## src/design/rrps_pkg.sv

```systemverilog
// Shared types and constants of the round-robin process scheduler.
package rrps_pkg;

    localparam int SLOTS  = 16;
    localparam int SLOT_W = (SLOTS > 1) ? $clog2(SLOTS) : 1;

    localparam logic [7:0]  QUANTUM_RST     = 8'd2;
    localparam logic [16:0] STACK_BYTES_RST = 17'd4096;
    localparam logic [31:0] STACK_TOP_RST   = 32'hF000_0000;
    localparam logic [31:0] STACK_ALIGN     = 32'd16;
    localparam logic [31:0] ID_FIRST        = 32'd1;

    localparam logic [1:0] CFG_QUANTUM     = 2'd0;
    localparam logic [1:0] CFG_STACK_BYTES = 2'd1;
    localparam logic [1:0] CFG_REGION_TOP  = 2'd2;

    typedef enum logic [1:0] {
        CMD_CREATE = 2'd0,
        CMD_TICK   = 2'd1,
        CMD_TERM   = 2'd2,
        CMD_YIELD  = 2'd3
    } t_cmd;

    typedef enum logic [1:0] {
        ST_OK        = 2'd0,
        ST_FULL      = 2'd1,
        ST_NOT_FOUND = 2'd2,
        ST_NONE      = 2'd3
    } t_status;

    typedef enum logic [3:0] {
        S_IDLE,
        S_DECODE,
        S_SCAN,
        S_CREATE,
        S_HEAD_RD,
        S_DISPATCH,
        S_WALK_RD,
        S_WALK_CHK,
        S_DONE
    } t_state;

    typedef struct packed {
        t_status     status;
        logic [31:0] process_id;
        logic [31:0] stack_top;
        logic        dispatched;
        logic [31:0] dispatch_address;
        logic [7:0]  ticks_used;
    } t_rsp;

endpackage

```

## src/design/rrps_req_if.sv

```systemverilog
// Request channel of the scheduler: command and its operands.
interface rrps_req_if;
    import rrps_pkg::*;

    logic        valid;
    logic        ready;
    t_cmd        cmd;
    logic [31:0] entry_address;
    logic [31:0] target_id;

    modport source (output valid, cmd, entry_address, target_id, input ready);
    modport sink   (input valid, cmd, entry_address, target_id, output ready);
endinterface

```

## src/design/rrps_rsp_if.sv

```systemverilog
// Response channel of the scheduler: one result per request.
interface rrps_rsp_if;
    import rrps_pkg::*;

    logic        valid;
    logic        ready;
    t_status     status;
    logic [31:0] process_id;
    logic [31:0] stack_top;
    logic        dispatched;
    logic [31:0] dispatch_address;
    logic [7:0]  ticks_used;

    modport source (output valid, status, process_id, stack_top, dispatched,
                     dispatch_address, ticks_used, input ready);
    modport sink   (input valid, status, process_id, stack_top, dispatched,
                     dispatch_address, ticks_used, output ready);
endinterface

```

## src/design/round_robin_process_scheduler.sv

```systemverilog
// Round-robin process scheduler: process table memories, ready queue and dispatcher.
// Per request: a tick without switch ends in decode; a tick or yield that dispatches
// reads the head, then dispatches; create scans to the lowest free slot, or over all
// SLOTS slots on a full table; terminate walks the queue to the id. One request at a
// time; the free-slot scan over the used bits and the queue walk over the table read
// port set the rate. Synchronous active-low reset clears the slot valid bits and queue
// state at once; the table memories are not cleared and need no clearing pass.
module round_robin_process_scheduler (
    input  logic        i_clk,
    input  logic        i_rst_n,
    rrps_req_if.sink    i_req,
    rrps_rsp_if.source  o_rsp,
    input  logic        i_cfg_we,
    input  logic [1:0]  i_cfg_index,
    input  logic [31:0] i_cfg_data
);
    import rrps_pkg::*;

    // Process table: id and entry share one memory, links live in a second
    // one so an enqueue can write a link while the table is read elsewhere.
    logic [63:0]       mem_tab  [SLOTS];
    logic [SLOT_W-1:0] mem_link [SLOTS];

    t_state r_state, n_state;

    // captured request
    t_cmd        r_cmd;
    logic [31:0] r_entry;
    logic [31:0] r_target;

    // configuration
    logic [7:0]  r_quantum;
    logic [16:0] r_stack_bytes;

    // scheduler state
    logic [SLOTS-1:0]  r_used, n_used;
    logic [SLOT_W-1:0] r_head, n_head;
    logic [SLOT_W-1:0] r_tail, n_tail;
    logic              r_empty, n_empty;
    logic              r_run_valid, n_run_valid;
    logic [SLOT_W-1:0] r_run_slot, n_run_slot;
    logic [31:0]       r_run_id, n_run_id;
    logic [7:0]        r_ticks, n_ticks;
    logic [31:0]       r_id_ctr, n_id_ctr;
    logic [31:0]       r_cursor, n_cursor;

    // sequencer work registers
    logic [SLOT_W-1:0] r_idx, n_idx;
    logic [SLOT_W-1:0] r_cur, n_cur;
    logic [SLOT_W-1:0] r_prev, n_prev;
    t_status           r_status, n_status;
    logic              r_created, n_created;
    logic [31:0]       r_new_id, n_new_id;
    logic              r_disp, n_disp;
    logic [31:0]       r_daddr, n_daddr;

    // memory ports
    logic [SLOT_W-1:0] rd_addr;
    logic [31:0]       r_rd_id;
    logic [31:0]       r_rd_entry;
    logic [SLOT_W-1:0] r_rd_link;
    logic              tab_we;
    logic              link_we;
    logic [SLOT_W-1:0] link_waddr;
    logic [SLOT_W-1:0] link_wdata;

    // shared decode terms
    logic [7:0]  tick_next;
    logic        tick_stay;
    logic        tick_idle;
    logic        term_skip;
    logic        slot_free;
    logic        scan_last;
    logic        walk_hit;
    logic        head_last;
    logic        out_free;
    logic        out_load;
    t_rsp        rsp;

    assign i_req.ready = (r_state == S_IDLE);

    assign tick_next = r_ticks + 8'd1;
    // running and not yet at the quantum: count the tick and keep running
    assign tick_stay = r_run_valid && (tick_next < r_quantum);
    // nothing to do: empty queue, or a yield with no process running
    assign tick_idle = r_empty || ((r_cmd == CMD_YIELD) && !r_run_valid);
    assign term_skip = r_empty || (r_target == 32'd0);
    assign slot_free = !r_used[r_idx];
    assign scan_last = (r_idx == SLOT_W'(SLOTS - 1));
    assign walk_hit  = (r_rd_id == r_target);
    assign head_last = (r_head == r_tail);

    // Table reads: the head for a dispatch, the walk cursor for terminate.
    // Every write of an item lands before the next read is issued, so the
    // sequencer itself keeps read and write of one entry apart.
    assign rd_addr = (r_state == S_WALK_RD) ? r_cur : r_head;

    always_ff @(posedge i_clk) begin
        r_rd_id    <= mem_tab[rd_addr][63:32];
        r_rd_entry <= mem_tab[rd_addr][31:0];
        r_rd_link  <= mem_link[rd_addr];
        if (tab_we) begin
            mem_tab[r_idx] <= {r_id_ctr, r_entry};
        end
        if (link_we) begin
            mem_link[link_waddr] <= link_wdata;
        end
    end

    // next state
    always_comb begin
        n_state = r_state;
        case (r_state)
            S_IDLE: begin
                if (i_req.valid) begin
                    n_state = S_DECODE;
                end
            end
            S_DECODE: begin
                case (r_cmd)
                    CMD_CREATE: n_state = S_SCAN;
                    CMD_TERM:   n_state = term_skip ? S_DONE : S_WALK_RD;
                    default: begin
                        n_state = (tick_idle || tick_stay) ? S_DONE : S_HEAD_RD;
                    end
                endcase
            end
            S_SCAN: begin
                if (slot_free) begin
                    n_state = S_CREATE;
                end else if (scan_last) begin
                    n_state = S_DONE;
                end
            end
            S_CREATE:   n_state = S_DONE;
            S_HEAD_RD:  n_state = S_DISPATCH;
            S_DISPATCH: n_state = S_DONE;
            S_WALK_RD:  n_state = S_WALK_CHK;
            S_WALK_CHK: begin
                n_state = (walk_hit || (r_cur == r_tail)) ? S_DONE : S_WALK_RD;
            end
            S_DONE: begin
                if (out_free) begin
                    n_state = S_IDLE;
                end
            end
            default: n_state = S_IDLE;
        endcase
    end

    // datapath and memory controls
    always_comb begin
        n_used      = r_used;
        n_head      = r_head;
        n_tail      = r_tail;
        n_empty     = r_empty;
        n_run_valid = r_run_valid;
        n_run_slot  = r_run_slot;
        n_run_id    = r_run_id;
        n_ticks     = r_ticks;
        n_id_ctr    = r_id_ctr;
        n_cursor    = r_cursor;
        n_idx       = r_idx;
        n_cur       = r_cur;
        n_prev      = r_prev;
        n_status    = r_status;
        n_created   = r_created;
        n_new_id    = r_new_id;
        n_disp      = r_disp;
        n_daddr     = r_daddr;
        tab_we      = 1'b0;
        link_we     = 1'b0;
        link_waddr  = r_tail;
        link_wdata  = r_idx;
        out_load    = 1'b0;

        case (r_state)
            S_IDLE: begin
                n_created = 1'b0;
                n_disp    = 1'b0;
            end
            S_DECODE: begin
                case (r_cmd)
                    CMD_CREATE: begin
                        n_idx = '0;
                    end
                    CMD_TERM: begin
                        n_status = ST_NOT_FOUND;
                        n_cur    = r_head;
                    end
                    default: begin
                        if (tick_idle) begin
                            n_status = ST_NONE;
                        end else begin
                            n_status = ST_OK;
                            if (tick_stay) begin
                                n_ticks = tick_next;
                            end
                        end
                    end
                endcase
            end
            S_SCAN: begin
                if (!slot_free) begin
                    if (scan_last) begin
                        n_status = ST_FULL;
                    end else begin
                        n_idx = r_idx + SLOT_W'(1);
                    end
                end
            end
            S_CREATE: begin
                // claim the slot, hand out the id, carve an aligned stack
                tab_we         = 1'b1;
                n_used[r_idx]  = 1'b1;
                n_new_id       = r_id_ctr;
                n_id_ctr       = (r_id_ctr == '1) ? ID_FIRST : r_id_ctr + 32'd1;
                n_cursor       = (r_cursor - {15'd0, r_stack_bytes}) & ~(STACK_ALIGN - 32'd1);
                n_status       = ST_OK;
                n_created      = 1'b1;
                // append to the ready queue
                if (r_empty) begin
                    n_head  = r_idx;
                    n_empty = 1'b0;
                end else begin
                    link_we    = 1'b1;
                    link_waddr = r_tail;
                    link_wdata = r_idx;
                end
                n_tail = r_idx;
            end
            S_DISPATCH: begin
                // pop the head, requeue the preempted process at the tail
                if (r_run_valid) begin
                    if (head_last) begin
                        n_head = r_run_slot;
                    end else begin
                        n_head     = r_rd_link;
                        link_we    = 1'b1;
                        link_waddr = r_tail;
                        link_wdata = r_run_slot;
                    end
                    n_tail = r_run_slot;
                end else if (head_last) begin
                    n_empty = 1'b1;
                end else begin
                    n_head = r_rd_link;
                end
                n_run_valid = 1'b1;
                n_run_slot  = r_head;
                n_run_id    = r_rd_id;
                n_ticks     = 8'd0;
                n_disp      = 1'b1;
                n_daddr     = r_rd_entry;
                n_status    = ST_OK;
            end
            S_WALK_CHK: begin
                if (walk_hit) begin
                    // unlink the match and free its slot
                    if (r_cur == r_head) begin
                        if (head_last) begin
                            n_empty = 1'b1;
                        end else begin
                            n_head = r_rd_link;
                        end
                    end else begin
                        link_we    = 1'b1;
                        link_waddr = r_prev;
                        link_wdata = r_rd_link;
                        if (r_cur == r_tail) begin
                            n_tail = r_prev;
                        end
                    end
                    n_used[r_cur] = 1'b0;
                    n_status      = ST_OK;
                end else begin
                    n_prev = r_cur;
                    n_cur  = r_rd_link;
                end
            end
            S_DONE: begin
                out_load = out_free;
            end
            default: begin
            end
        endcase
    end

    // result assembly
    always_comb begin
        rsp.status           = r_status;
        rsp.process_id       = r_created ? r_new_id : (r_run_valid ? r_run_id : 32'd0);
        rsp.stack_top        = r_created ? r_cursor + {15'd0, r_stack_bytes} : 32'd0;
        rsp.dispatched       = r_disp;
        rsp.dispatch_address = r_disp ? r_daddr : 32'd0;
        rsp.ticks_used       = r_run_valid ? r_ticks : 8'd0;
    end

    // control state
    always_ff @(posedge i_clk) begin
        if (!i_rst_n) begin
            r_state       <= S_IDLE;
            r_used        <= '0;
            r_head        <= '0;
            r_tail        <= '0;
            r_empty       <= 1'b1;
            r_run_valid   <= 1'b0;
            r_ticks       <= 8'd0;
            r_id_ctr      <= ID_FIRST;
            r_cursor      <= STACK_TOP_RST;
            r_quantum     <= QUANTUM_RST;
            r_stack_bytes <= STACK_BYTES_RST;
        end else begin
            r_state     <= n_state;
            r_used      <= n_used;
            r_head      <= n_head;
            r_tail      <= n_tail;
            r_empty     <= n_empty;
            r_run_valid <= n_run_valid;
            r_ticks     <= n_ticks;
            r_id_ctr    <= n_id_ctr;
            r_cursor    <= n_cursor;
            // the region top reloads the cursor only from its reset value,
            // so a write to it is taken and dropped
            if (i_cfg_we) begin
                case (i_cfg_index)
                    CFG_QUANTUM:     r_quantum     <= i_cfg_data[7:0];
                    CFG_STACK_BYTES: r_stack_bytes <= i_cfg_data[16:0];
                    CFG_REGION_TOP:  r_stack_bytes <= r_stack_bytes;
                    default:         r_quantum     <= r_quantum;
                endcase
            end
        end
    end

    // payload and work registers
    always_ff @(posedge i_clk) begin
        if (i_req.valid && i_req.ready) begin
            r_cmd    <= i_req.cmd;
            r_entry  <= i_req.entry_address;
            r_target <= i_req.target_id;
        end
        r_run_slot <= n_run_slot;
        r_run_id   <= n_run_id;
        r_idx      <= n_idx;
        r_cur      <= n_cur;
        r_prev     <= n_prev;
        r_status   <= n_status;
        r_created  <= n_created;
        r_new_id   <= n_new_id;
        r_disp     <= n_disp;
        r_daddr    <= n_daddr;
    end

    rrps_rsp_reg u_rsp_reg (
        .i_clk   (i_clk),
        .i_rst_n (i_rst_n),
        .i_load  (out_load),
        .i_rsp   (rsp),
        .o_free  (out_free),
        .o_rsp   (o_rsp)
    );
endmodule

```

## src/design/rrps_rsp_reg.sv

```systemverilog
// One-entry output register that holds a finished result until it is taken.
module rrps_rsp_reg (
    input  logic             i_clk,
    input  logic             i_rst_n,
    input  logic             i_load,
    input  rrps_pkg::t_rsp   i_rsp,
    output logic             o_free,
    rrps_rsp_if.source       o_rsp
);
    import rrps_pkg::*;

    logic r_valid;
    t_rsp r_rsp;

    assign o_free = !r_valid || o_rsp.ready;

    always_ff @(posedge i_clk) begin
        if (!i_rst_n) begin
            r_valid <= 1'b0;
        end else if (i_load) begin
            r_valid <= 1'b1;
        end else if (o_rsp.ready) begin
            r_valid <= 1'b0;
        end
    end

    // payload loads only on a free slot, so a stalled result holds
    always_ff @(posedge i_clk) begin
        if (i_load) begin
            r_rsp <= i_rsp;
        end
    end

    assign o_rsp.valid            = r_valid;
    assign o_rsp.status           = r_rsp.status;
    assign o_rsp.process_id       = r_rsp.process_id;
    assign o_rsp.stack_top        = r_rsp.stack_top;
    assign o_rsp.dispatched       = r_rsp.dispatched;
    assign o_rsp.dispatch_address = r_rsp.dispatch_address;
    assign o_rsp.ticks_used       = r_rsp.ticks_used;
endmodule

```

## src/flat_wrapper.sv

```systemverilog
// flat-port wrapper written by rule: the top's interface ports become plain ports
module round_robin_process_scheduler_flat import rrps_pkg::*;
  (i_clk, i_rst_n, i_cfg_we, i_cfg_index, i_cfg_data, i_req_valid, i_req_cmd, i_req_entry_address, i_req_target_id, i_req_ready, o_rsp_valid, o_rsp_status, o_rsp_process_id, o_rsp_stack_top, o_rsp_dispatched, o_rsp_dispatch_address, o_rsp_ticks_used, o_rsp_ready);
  rrps_req_if i_req_i ();
  rrps_rsp_if o_rsp_i ();
  input  logic i_clk;
  input  logic i_rst_n;
  input  logic i_cfg_we;
  input  logic [1:0] i_cfg_index;
  input  logic [31:0] i_cfg_data;
  input wire logic [$bits(i_req_i.valid)-1:0] i_req_valid;
  input wire logic [$bits(i_req_i.cmd)-1:0] i_req_cmd;
  input wire logic [$bits(i_req_i.entry_address)-1:0] i_req_entry_address;
  input wire logic [$bits(i_req_i.target_id)-1:0] i_req_target_id;
  output wire logic [$bits(i_req_i.ready)-1:0] i_req_ready;
  output wire logic [$bits(o_rsp_i.valid)-1:0] o_rsp_valid;
  output wire logic [$bits(o_rsp_i.status)-1:0] o_rsp_status;
  output wire logic [$bits(o_rsp_i.process_id)-1:0] o_rsp_process_id;
  output wire logic [$bits(o_rsp_i.stack_top)-1:0] o_rsp_stack_top;
  output wire logic [$bits(o_rsp_i.dispatched)-1:0] o_rsp_dispatched;
  output wire logic [$bits(o_rsp_i.dispatch_address)-1:0] o_rsp_dispatch_address;
  output wire logic [$bits(o_rsp_i.ticks_used)-1:0] o_rsp_ticks_used;
  input wire logic [$bits(o_rsp_i.ready)-1:0] o_rsp_ready;
  assign i_req_i.valid = i_req_valid;
  assign i_req_i.cmd = i_req_cmd;
  assign i_req_i.entry_address = i_req_entry_address;
  assign i_req_i.target_id = i_req_target_id;
  assign i_req_ready = i_req_i.ready;
  assign o_rsp_valid = o_rsp_i.valid;
  assign o_rsp_status = o_rsp_i.status;
  assign o_rsp_process_id = o_rsp_i.process_id;
  assign o_rsp_stack_top = o_rsp_i.stack_top;
  assign o_rsp_dispatched = o_rsp_i.dispatched;
  assign o_rsp_dispatch_address = o_rsp_i.dispatch_address;
  assign o_rsp_ticks_used = o_rsp_i.ticks_used;
  assign o_rsp_i.ready = o_rsp_ready;
  round_robin_process_scheduler u_core (.i_clk(i_clk), .i_rst_n(i_rst_n), .i_req(i_req_i), .o_rsp(o_rsp_i), .i_cfg_we(i_cfg_we), .i_cfg_index(i_cfg_index), .i_cfg_data(i_cfg_data));
endmodule
```

## config.mk

```make
export PLATFORM = sky130hd
export DESIGN_NAME = round_robin_process_scheduler_flat
export DESIGN_NICKNAME = d
export VERILOG_FILES = /design/src/design/rrps_pkg.sv /design/src/design/rrps_req_if.sv /design/src/design/rrps_rsp_if.sv /design/src/design/round_robin_process_scheduler.sv /design/src/design/rrps_rsp_reg.sv /design/src/flat_wrapper.sv
export SDC_FILE = /design/constraint.sdc
export NUM_CORES = 2
export LEC_CHECK = 0
export BUFFER_PORTS_ARGS = -buffer_cell sky130_fd_sc_hd__buf_2
export CAP_MARGIN = 10
export CORE_UTILIZATION = 50
export DETAILED_ROUTE_END_ITERATION = 12
export MAX_ROUTING_LAYER = met4
export PLACE_DENSITY = 0.69
export RECOVER_POWER = 100
export SKIP_LAST_GASP = 1
export SYNTH_ARGS = -nofsm -noshare
export SYNTH_HDL_FRONTEND = slang
export SYNTH_SLANG_ARGS = --single-unit
export TNS_END_PERCENT = 20
```

## constraint.sdc

```tcl
create_clock -name i_clk -period 7.8 [get_ports i_clk]
set_clock_uncertainty 0.05 [all_clocks]
set_input_delay 0.78 -clock i_clk [delete_from_list [all_inputs] [get_ports i_clk]]
set_output_delay 0.78 -clock i_clk [all_outputs]
set_load 0.03 [all_outputs]
```

Yosys cells after proc, flatten, opt, wreduce, memory -nomap -nowiden
Memories as Yosys holds them, arrays and structs flattened. A register that Yosys moved wholly into a read port is not among the register bits.
Index checks and enable logic that the tools add are counted.
{"block": "word_totals", "register_bits": 413, "ram_bits": 1088, "input_bits": 105, "n_memories": 2}
{"memory": "u_core.mem_tab", "words": 16, "word_bits": 64, "read_ports": 1, "rd_clocked_by_memory_dff": 1, "wr": 1, "line_no": "round_robin_process_scheduler.sv:21", "rtl": "logic [63:0] mem_tab [SLOTS];"}
{"memory": "u_core.mem_link", "words": 16, "word_bits": 4, "read_ports": 1, "rd_clocked_by_memory_dff": 1, "wr": 1, "line_no": "round_robin_process_scheduler.sv:22", "rtl": "logic [SLOT_W-1:0] mem_link [SLOTS];"}
{"block": "classes", "n_addsub": 5, "n_lt_le_gt_ge": 5, "eq_ne": 37, "muxes": 79, "bitwise": 4, "reduce_logical": 39}
{"op": "two-way mux 4 bit", "n": 30}
{"op": "two-way mux 32 bit", "n": 3}
{"op": "adder 32 x 1 -> 32 bit (second input constant)", "n": 1}
{"op": "adder 32 x 17 -> 32 bit", "n": 1}
{"op": "== test 32 bit", "n": 1}
{"op": "== test 32 bit (second input constant)", "n": 1}
{"op": "zero test 32 bit", "n": 1}
{"op": "case mux 16 bit (2 select lines)", "n": 1}
{"op": "case mux 4 bit (2 select lines)", "n": 4}
{"op": "case mux 4 bit (8 select lines)", "n": 1}
{"op": "subtractor 32 x 17 -> 32 bit", "n": 1}
{"op": "two-way mux 8 bit", "n": 3}
{"op": "case mux 4 bit (3 select lines)", "n": 2}
{"op": "inequality test 2 x 1 -> 1 bit (second input constant)", "n": 11}
{"op": "two-way mux 1 bit", "n": 20}
{"op": "bitwise AND 16 bit", "n": 1}
{"op": "== test 4 x 3 -> 1 bit (second input constant)", "n": 4}
{"op": "two-way mux 16 bit", "n": 1}
{"op": "inequality test 2 bit (second input constant)", "n": 8}
{"op": "NOT 16 bit", "n": 1}
{"op": "bitwise OR 16 bit", "n": 1}
{"op": "case mux 8 bit (2 select lines)", "n": 1}
{"op": "AND reduction 4 bit", "n": 4}
{"op": "nonzero test 2 bit", "n": 7}
{"op": "other kinds (31)", "n": 60}

Longest topological paths before layout
{"block": "depth", "word_depth": 8, "ltp_mapped": 13, "ltp_nobuf": 12}

Cells and area by module
From an unflattened synthesis, not the netlist that was laid out.
{"block": "hier_totals", "cells_unflattened": 4064, "area_unflattened_um2": 60839.6}
{"mod": "round_robin_process_scheduler", "instances": 1, "cells_per_inst": 3953, "area_each_um2": 57577.7, "seq_area_each_um2": 41960.2}
{"mod": "rrps_rsp_reg", "instances": 1, "cells_per_inst": 111, "area_each_um2": 3261.9, "seq_area_each_um2": 3233.1}

Worst setup path after synthesis
OpenSTA, ideal clock, no wires.
{"block": "synth_path", "path_kind": "flip-flop to flip-flop", "startpoint": "register u_core.r_state[1]", "endpoint": "register u_core.u_rsp_reg.r_rsp, in the netlist u_core.u_rsp_reg.o_rsp.dispatch_address[0] (enable)", "setup_time_ps": 587, "arrival_ps": 5879, "slack_ps": 1284, "stages_incl_launch_ff": 5, "path_buffers": 2, "synth_period_minus_slack_ps": 6516, "path_cell_list": "dfxtp_1 -> buf_2 -> buf_1 -> nor4b_1 -> nor2b_1"}
{"block": "synth_between", "elab_chain_len": 2}
{"element": "start: declaration", "line_no": "round_robin_process_scheduler.sv:24", "rtl": "t_state r_state, n_state;"}
{"element": "start signal: assignment", "line_no": "round_robin_process_scheduler.sv:314", "rtl": "r_state <= n_state;"}
{"element": "== test 4 bit", "line_no": "round_robin_process_scheduler.sv:177", "rtl": "case (r_state)"}
{"element": "two-way mux 1 bit", "line_no": "round_robin_process_scheduler.sv:177"}
{"element": "net u_core.out_load", "line_no": "round_robin_process_scheduler.sv:77", "rtl": "logic out_load;"}
{"element": "end signal: assignment", "line_no": "rrps_rsp_reg.sv:30", "rtl": "r_rsp <= i_rsp;"}
{"element": "end: declaration", "line_no": "rrps_rsp_reg.sv:13", "rtl": "t_rsp r_rsp;"}
The timed path passes the listed nets, and every way through them passes these cells.
A chain may end at the register's enable or synchronous reset.

Final worst setup path
{"block": "layout_path", "startpoint": "register u_core.r_state[1]", "endpoint": "memory u_core.mem_tab[10][43] (enable)"}
{"block": "layout_between", "elab_chain_len": 4}
{"element": "== test 4 x 2 -> 1 bit", "line_no": "round_robin_process_scheduler.sv:177"}
{"element": "two-way mux 1 bit", "line_no": "round_robin_process_scheduler.sv:177"}
{"element": "two-way mux 1 bit", "line_no": "round_robin_process_scheduler.sv:102", "rtl": "if (tab_we) begin"}
{"element": "two-way mux 1 bit (not written as such)", "line_no": "round_robin_process_scheduler.sv:103", "rtl": "mem_tab[r_idx] <= {r_id_ctr, r_entry};"}
{"element": "end: declaration", "line_no": "round_robin_process_scheduler.sv:21"}
No other way between the ends.

==> out/results.tsv <==
metric	value	unit
required	8.15	ns
ys.flop_type	edfxtp_1	
rrSetupSlack	2.01	ns
powerDensity	250.2	nW/um^2
hold_class	in2reg	
routed_via_density	5.884	
min_period_over_period	74.20	%
totalPowerFinal	17250	uW
place_hpwl	80.25	mm
crit_path_end_kind	register	
clockBufferDepth	3	
initial_utilization	50.60	%
drtPass1Iterations	8	
htreeDepth	4	
setup_viol	0	
leakagePower	0.02241	uW
drive_above_1_share	9.316	%
hold_viol	0	
top_regs	u_core.mem_tab: 1024 flops, u_core.mem_link: 64 flops	
fin_hold_ws	0.1180	ns
cp-start-kind	register	
io_pins	214	
synth_seq_cells	1569	
area_growth	11.41	%
cap_viol_max_count	23	
route.met2.wl	72.89	mm
dieWidth	353.9	microns
drc	0	
dieArea	125200	sq um
wl	154.2	mm
synth-edff-count	1377	
crit_type	reg2reg	
wire_per_inst	23.83	microns
clk_pin_slew_worst_paths	0.06	ns
grt_use_total	25.13	%
grt_pass1_wl	228.9	mm
yosys_warnings	0	
holdCritStartpoint	i_req_target_id[23]	
die_y	353.9	microns
synth_nets	4714	
holdPathStages	1	
synth_area	61910	sq um
largest_reg_flops	1024	
r2r_end	u_core.mem_tab[10][43]	
worst_slew_pin_slew	3.456	ns
root_buffer	clkbuf_16	
cts_buffers	156	
dr_total_vias	38070	
async_flop_share	0	%
coreArea	122400	sq um
critPathMaxFanout	33	
rows	128	
rsz0062_at_grt	no	
wl_met3	14.41	mm
ant_nets	0	
r2r-start	u_core.r_state[1]	
violations	max-capacitance violations, max-slew violations	
clock_latency	0.79	ns
r2r_cells	5	
post_cts_resized	0	
status	finished, violations left	
drt_iter0_markers	4653	
antenna_found_initial	3	
grt_pass1_vias	36710	
timing.setup.tns	0	ns
ir_worst_vdd	192.8	uV
fmax	172.8	MHz
syn_avg_cell_area	13.55	sq um
top_layer	met4	
gp_congestion	0.8788	
hold_path_end	u_core.r_target[23]	
seq_area_frac_synth	72.99	%
post_cts_buffers	0	
max_slew_margin	-130.4	%
port_buffers	198	
largest-register	u_core.mem_tab	
syn_inst	4569	
grt_overflow	0	
grt_max_degree	181	
post-route-min-period	5.787	ns
finalNetCount	4853	
ctsHoldBuffers	0	
slew_viol_final	697	
cts_tree	done	
synth_cell_types	86	
met1_length	62.99	mm
cts_sinks	1569	
cp.arrival	6.14	ns
==> per-layer routing <==
layer  vias to the layer above  global-route usage (%)
li1                      17060                       -
met1                     18860                   34.36
met2                      1881                   38.96
met3                       262                   3.918
met4                         0                   7.733
met5                         -                       -
==> stage by stage <==
| step | instances | area (sq um) | worst slack [ns] | utilization [%] |
|---|---|---|---|---|
| after floorplan | 4569 | 61910 | 1.285 | - |
| after global placement | 6173 | 64270 | 3.755 | 52.53 |
| final | 6470 | 68980 | 2.013 | 56.37 |
| after global routing | 6467 | 68970 | 1.740 | 56.37 |
| after CTS | 6464 | 69300 | 3.639 | 56.63 |
| after detailed placement | 6173 | 64270 | 3.697 | 52.53 |
==> worst max-delay path by stage <==
stage | start | to | slack [ns]
global placement | u_core.r_state[1] | u_core.r_id_ctr[30] | 3.76
floorplan | u_core.r_state[1] | u_core.u_rsp_reg.o_rsp.dispatch_address[0] | 1.28
detailed placement | u_core.r_state[1] | u_core.r_id_ctr[28] | 3.70
finish | u_core.r_state[1] | u_core.mem_tab[10][43] | 2.01
CTS | u_core.r_state[1] | u_core.r_id_ctr[28] | 3.64
global route | u_core.r_state[1] | u_core.mem_tab[10][43] | 1.74
==> report_power, final <==
part | switching (uW) | leakage (uW) | internal (uW)
Sequential | 138 | 0.0132 | 9230
Combinational | 396 | 0.00672 | 161
Clock | 3170 | 0.00245 | 4160
==> worst max-delay path: stages, from the launching register on <==
cell       delay (ns)
dfxtp_1          0.32
clkbuf_1         0.92
nand4bb_4        0.76
nor2_1           0.42
and3_1           1.99
buf_4            0.83
==> cell type report <==
type | instances | area (sq um)
clock inverter | 70 | 588.1
timing repair buffer | 249 | 1259
multi-input combinational | 2674 | 15240
antenna | 4 | 10.01
fill | 9662 | 53380
inverter | 58 | 219.0
tap | 1625 | 2033
sequential | 1569 | 45190
clock buffer | 221 | 4433
==> cell families (layout without fill, tap and decap cells) <==
logic type	after synthesis	after routing	synth area share [%]
DFF	1569	1569	72.99
adders and majority gates	40	40	0.8205
buffers and inverters	326	598	2.449
other	0	4	0
xor gates and xnor gates	107	107	1.514
AOI/OAI and AO/OA	438	438	4.757
and+or+nand+nor	1993	1993	14.43
muxes	96	96	3.035
==> Yosys cell counts, types with 39 or more instances <==
cell type | instances | area share (%)
a21oi_1 | 183 | 1.5
and2_1 | 63 | 0.64
buf_2 | 83 | 0.67
clkbuf_1 | 121 | 0.73
dfxtp_1 | 192 | 6.2
edfxtp_1 | 1377 | 67
ha_1 | 39 | 0.79
inv_1 | 58 | 0.35
mux4_2 | 71 | 2.6
nand2_1 | 944 | 5.7
nand3_1 | 592 | 4.8
nor2_1 | 213 | 1.3
o21ai_0 | 49 | 0.40
o311ai_1 | 66 | 0.93
xnor2_1 | 75 | 1.1
==> cell usage in the layout, fill, tap and decap left out, drive strengths merged, types with 21 or more instances in the layout <==
| cell type | netlist | routed |
|---|---|---|
| o21ai | 51 | 51 |
| nand3 | 592 | 592 |
| dfxtp | 192 | 192 |
| xor2 | 32 | 32 |
| a22o | 32 | 32 |
| nor2 | 214 | 214 |
| nand2b | 21 | 21 |
| buf | 146 | 110 |
| nand4 | 26 | 26 |
| ha | 39 | 39 |
| inv | 58 | 66 |
| clkbuf | 122 | 360 |
| nor3 | 26 | 26 |
| nand2 | 944 | 944 |
| and3 | 23 | 23 |
| and2 | 63 | 63 |
| o311ai | 69 | 69 |
| edfxtp | 1377 | 1377 |
| a21oi | 184 | 184 |
| xnor2 | 75 | 75 |
| clkinv | 0 | 49 |
| mux4 | 71 | 71 |
No activity file was read; power rests on OpenSTA's default activity.
